### src/rtl/core/tcw_pkg.sv
// tcw_pkg: shared constants, codes and controller/datapath interface types
// for the text console writer; no dependencies
package tcw_pkg;

    localparam int COLUMNS   = 80;
    localparam int ROWS      = 25;
    localparam int CELLS     = ROWS * COLUMNS;
    localparam int COPY_LAST = (ROWS - 1) * COLUMNS - 1;

    localparam int CELL_W = $clog2(CELLS);
    localparam int ROW_W  = $clog2(ROWS);
    localparam int COL_W  = $clog2(COLUMNS);
    localparam int KIND_W = 2;
    localparam int CHAR_W = 8;
    localparam int IDX_W  = 11;
    localparam int DATA_W = 16;
    localparam int ATTR_W = 8;
    localparam int ADDR_W = 3;

    localparam logic [ATTR_W-1:0] RESET_ATTR = 8'h07;
    localparam logic [CHAR_W-1:0] BLANK_CHAR = 8'h20;
    localparam logic [CHAR_W-1:0] CR_CODE    = 8'd13;
    localparam logic [CHAR_W-1:0] LF_CODE    = 8'd10;

    // register word index (byte address bit 2)
    localparam logic REG_ATTR = 1'b0;

    typedef enum logic [KIND_W-1:0] {
        KIND_PUT   = 2'd0,
        KIND_READ  = 2'd1,
        KIND_CLEAR = 2'd2,
        KIND_NONE  = 2'd3
    } kind_t;

    typedef struct packed {
        logic load_in;
        logic write_put;
        logic read_cell;
        logic cap_read;
        logic col_zero;
        logic col_inc;
        logic row_inc;
        logic home;
        logic set_scrolled;
        logic sweep_start;
        logic addr_inc;
        logic write_blank;
        logic init_attr;
        logic copy_rd;
        logic copy_wr;
        logic out_load;
    } tcw_cmd_t;

    typedef struct packed {
        kind_t kind;
        logic  is_cr;
        logic  is_lf;
        logic  col_last;
        logic  row_last;
        logic  idx_ok;
        logic  addr_end_all;
        logic  addr_end_copy;
        logic  out_free;
    } tcw_status_t;

endpackage

### src/rtl/core/tcw_ctrl.sv
// tcw_ctrl: sequencing state machine of the text console writer
// depends on tcw_pkg; drives tcw_datapath through command and status structs
module tcw_ctrl (
    input  logic                clk,
    input  logic                rst_n,
    input  logic                in_valid,
    output logic                in_stall,
    input  tcw_pkg::tcw_status_t status,
    output tcw_pkg::tcw_cmd_t    cmd
);
    import tcw_pkg::*;

    typedef enum logic [7:0] {
        S_INIT   = 8'b0000_0001,
        S_IDLE   = 8'b0000_0010,
        S_EXEC   = 8'b0000_0100,
        S_READ   = 8'b0000_1000,
        S_SCR_RD = 8'b0001_0000,
        S_SCR_WR = 8'b0010_0000,
        S_BLANK  = 8'b0100_0000,
        S_DONE   = 8'b1000_0000
    } state_t;

    state_t state_reg;
    state_t state_next;

    assign in_stall = (state_reg != S_IDLE);

    always_comb
    begin
        state_next = state_reg;
        cmd        = '0;
        unique case (state_reg)
            S_INIT:
            begin
                cmd.write_blank = 1'b1;
                cmd.init_attr   = 1'b1;
                if (status.addr_end_all)
                begin
                    cmd.sweep_start = 1'b1;
                    state_next      = S_IDLE;
                end
                else
                begin
                    cmd.addr_inc = 1'b1;
                end
            end
            S_IDLE:
            begin
                if (in_valid)
                begin
                    cmd.load_in = 1'b1;
                    state_next  = S_EXEC;
                end
            end
            S_EXEC:
            begin
                state_next = S_DONE;
                unique case (status.kind)
                    KIND_PUT:
                    begin
                        if (status.is_cr)
                        begin
                            cmd.col_zero = 1'b1;
                        end
                        else if (status.is_lf)
                        begin
                            cmd.col_zero = 1'b1;
                            if (status.row_last)
                            begin
                                cmd.set_scrolled = 1'b1;
                                cmd.sweep_start  = 1'b1;
                                state_next       = S_SCR_RD;
                            end
                            else
                            begin
                                cmd.row_inc = 1'b1;
                            end
                        end
                        else
                        begin
                            cmd.write_put = 1'b1;
                            if (status.col_last)
                            begin
                                cmd.col_zero = 1'b1;
                                if (status.row_last)
                                begin
                                    cmd.set_scrolled = 1'b1;
                                    cmd.sweep_start  = 1'b1;
                                    state_next       = S_SCR_RD;
                                end
                                else
                                begin
                                    cmd.row_inc = 1'b1;
                                end
                            end
                            else
                            begin
                                cmd.col_inc = 1'b1;
                            end
                        end
                    end
                    KIND_READ:
                    begin
                        if (status.idx_ok)
                        begin
                            cmd.read_cell = 1'b1;
                            state_next    = S_READ;
                        end
                    end
                    KIND_CLEAR:
                    begin
                        cmd.home        = 1'b1;
                        cmd.sweep_start = 1'b1;
                        state_next      = S_BLANK;
                    end
                    default:
                    begin
                        state_next = S_DONE;
                    end
                endcase
            end
            S_READ:
            begin
                cmd.cap_read = 1'b1;
                state_next   = S_DONE;
            end
            S_SCR_RD:
            begin
                cmd.copy_rd = 1'b1;
                state_next  = S_SCR_WR;
            end
            S_SCR_WR:
            begin
                cmd.copy_wr  = 1'b1;
                cmd.addr_inc = 1'b1;
                if (status.addr_end_copy)
                begin
                    state_next = S_BLANK;
                end
                else
                begin
                    state_next = S_SCR_RD;
                end
            end
            S_BLANK:
            begin
                cmd.write_blank = 1'b1;
                if (status.addr_end_all)
                begin
                    state_next = S_DONE;
                end
                else
                begin
                    cmd.addr_inc = 1'b1;
                end
            end
            S_DONE:
            begin
                if (status.out_free)
                begin
                    cmd.out_load = 1'b1;
                    state_next   = S_IDLE;
                end
            end
            default:
            begin
                state_next = S_IDLE;
            end
        endcase
    end

    always_ff @(posedge clk or negedge rst_n)
    begin
        if (!rst_n)
        begin
            state_reg <= S_INIT;
        end
        else
        begin
            state_reg <= state_next;
        end
    end

endmodule

### config.mk
export PLATFORM = sky130hd
export DESIGN_NAME = tcw_ctrl
export DESIGN_NICKNAME = d
export VERILOG_FILES = /design/src/rtl/core/tcw_pkg.sv /design/src/rtl/core/tcw_ctrl.sv
export SDC_FILE = /design/constraint.sdc
export NUM_CORES = 1
export LEC_CHECK = 0
export BUFFER_PORTS_ARGS = -buffer_cell sky130_fd_sc_hd__buf_2
export CAP_MARGIN = 40
export CORE_UTILIZATION = 43
export CTS_CLUSTER_DIAMETER = 150
export DETAILED_ROUTE_END_ITERATION = 12
export PLACE_DENSITY = 0.82
export SLEW_MARGIN = 20
export SYNTH_ARGS = -nofsm -noshare
export SYNTH_HDL_FRONTEND = slang
export SYNTH_SLANG_ARGS = --single-unit
### constraint.sdc
create_clock -name clk -period 5 [get_ports clk]
set_input_delay 0.5 -clock clk [delete_from_list [all_inputs] [get_ports clk]]
set_output_delay 0.5 -clock clk [all_outputs]
set_load 0.01 [all_outputs]
==> results.md <==
- Antenna violations before repair: 0
- Overall power: 0.000273 W
- Final Worst Setup Slack: 2290 ps
- Gp weighted congestion: 0.796
- CTS buffer count: 3
- Outcome: completed
- Vias post-DR: 683
- RSZ-0062 raised after global routing: false
- Initial drt markers: 18
- Final critical path time including I/O delays and setup: 2710 ps
- Clock tree from TritonCTS: built
- Power per standard cell area: 336 nW/um^2
- FMAX: 369 MHz
- Final period utilization: 0.542
- Initial Utilization: 0.468
- Syn_nets: 87
- Synth Warn #: 0
- Core area: 1330 sq um
- Pre-antenna DRT Iters: 4
- Avg WL per Cell: 12.4 um
- Critical path startpoint category: register
- Max Cap Viol: 0
- Die height: 40.1 um
- Register area share after synthesis: 0.323
- Cells on worst reg2reg path: 5
- Area leader, netlist: dfrtp_1
- Wire length of the first global-routing pass: 2.48 mm
- Multi-input gate area: 397 sq um
- Final setup fails: 0
- Final Max Slew Viols: 0
- Post-route cell area: 811 sq um
- DRC Markers: 0
- Fillers: 125
- Setup tns final: 0 ps
- Crit-path max FO: 7
- Area after DPL: 785 sq um
- Hpwl dp: 1.22 mm
- Clock skew: 0.348 ps
- Synth Instances: 74
- Post-route ant nets: 0
- Number of flops mapped to enable cells by yosys: 0
- WL final: 1.50 mm
- Layout cell share with drive strength beyond 1: 0.396
- Diodes inserted: 0
- Final hold vios: 0
- Number of distinct library cells after synthesis: 35
- Seq cells post-synth: 8
- Total track usage: 0.233
- Crit end category: output port
- Hold Path Class: input pin to asynchronous set/reset pin
- Post-DR vias/cell: 5.64
- Commonest cells post-synth: nor2_1 (12), dfrtp_1 (7), inv_1 (6), o21ai_0 (6)
- Root Buffer: clkbuf_4
- Cts hold-fix bufs: 0
- Synth Flop Type: dfrtp_1
- Leak: 0.476 nW
- Layout Nets: 120
- Setup Crit Path Kind: register to output port
- Synth top area share: 0.281
- Die width: 40.1 um
- Clock Sinks: 8
- Top post-synthesis cells by area: dfrtp_1 (28%), nor2_1 (7.2%), o21ai_0 (4.8%)
- Pin count of the biggest net entering global routing: 11
- Port-buffer cells: 29
- Register area: 201 sq um
- Clock-pin slew on the worst setup and hold paths: 50 ps
- Post-CTS resize count: 0
- Async SR Flop Fraction: 1.00
- Setup WS pre-CTS: 2600 ps
- Num ports: 30
- Relative max-transition margin: 0.525
- Worst Tran Pin Value: 706 ps
- Peak VDD IR: 0.173 mV
- Post-CTS setup buffers: 0
- WP data arrival: 2210 ps
- Max reg flops: 8
- Vias in the first global route: 580
- Count leader, synth: nor2_1
- Grt total ovfl: 0
- H-tree level count: 1
- Syn_area_per_cell: 8.44 sq um
- CP required: 4500 ps
- Post-Syn Area: 624 sq um
- Row cnt: 13
- CTS max path bufs: 2
- Worst-Skew Late Latency: 250 ps
- Full die area: 1610 sq um
- Layout area overhead: 29.9%
-- routing by layer --
layer / wire length, um / track usage / vias to the layer above
met5: 0 / 0 / -
met4: 27 / 0.121 / 0
met3: 84 / 0.0333 / 5
met2: 682 / 0.363 / 40
met1: 707 / 0.310 / 305
li1: - / - / 333
-- power breakdown --
| part | switching (W) | internal (W) |
|---|---|---|
| clock | 0.0000222 | 0.0000305 |
| combinational | 0.0000718 | 0.0000529 |
| sequential | 0.0000200 | 0.0000753 |
| total | 0.000114 | 0.000159 |
-- layout by cell type, fill, tap and decap left out, types with 2 or more instances in the layout --
cell type   n
a21o_1      2
o21ai_0     6
nor3b_1     3
nor2_1     12
nor3_1      4
clkbuf_4    3
dfrtp_1     7
buf_2      29
or2_2       2
nor2b_1     2
nand2_1     4
and3_2      2
inv_1       6
-- worst paths after layout --
path,start,to,slack [ps]
max in group asynchronous,rst_n,state_reg[0],4690
min reg2reg,state_reg[4],state_reg[6],690
min in group clk,in_valid,state_reg[1],450
min,rst_n,state_reg[1],80
max,state_reg[2],cmd[6],2290
max reg2reg,state_reg[2],state_reg[7],3010
-- cell type report --
class,instances,area share
clock buffers,4,0.0324
inverters,6,0.0278
multi-input cells,59,0.489
flip-flops and latches,8,0.248
well taps,15,0.0231
repair buffers,29,0.179
-- logic make-up (layout without fill, tap and decap cells) --
group | after synthesis | count (layout) | synth area share
compound gates | 15 | 15 | 0.160
xor+xnor | 2 | 2 | 0.0281
buf+inv | 7 | 39 | 0.0421
flops | 8 | 8 | 0.323
simple gates | 42 | 42 | 0.447
-- per-stage QoR --
| step | hold WS, ps | cells | util |
|---|---|---|---|
| final | 75.3 | 121 | 0.608 |
| after global routing | 80.8 | 121 | 0.608 |
| after CTS | 80.4 | 121 | 0.608 |
| after detailed placement | 348 | 117 | 0.588 |
| after global placement | 347 | 117 | 0.588 |
| after floorplan | 204 | 74 | - |
-- worst max-delay path: stages (launching register included) --
cell and delay (ps):
dfrtp_1 460, nor4_1 630, nand2_1 200, nor3b_1 340
nand2_1 90, o31ai_1 70, buf_2 170
No activity file was read; power rests on OpenSTA's default activity.
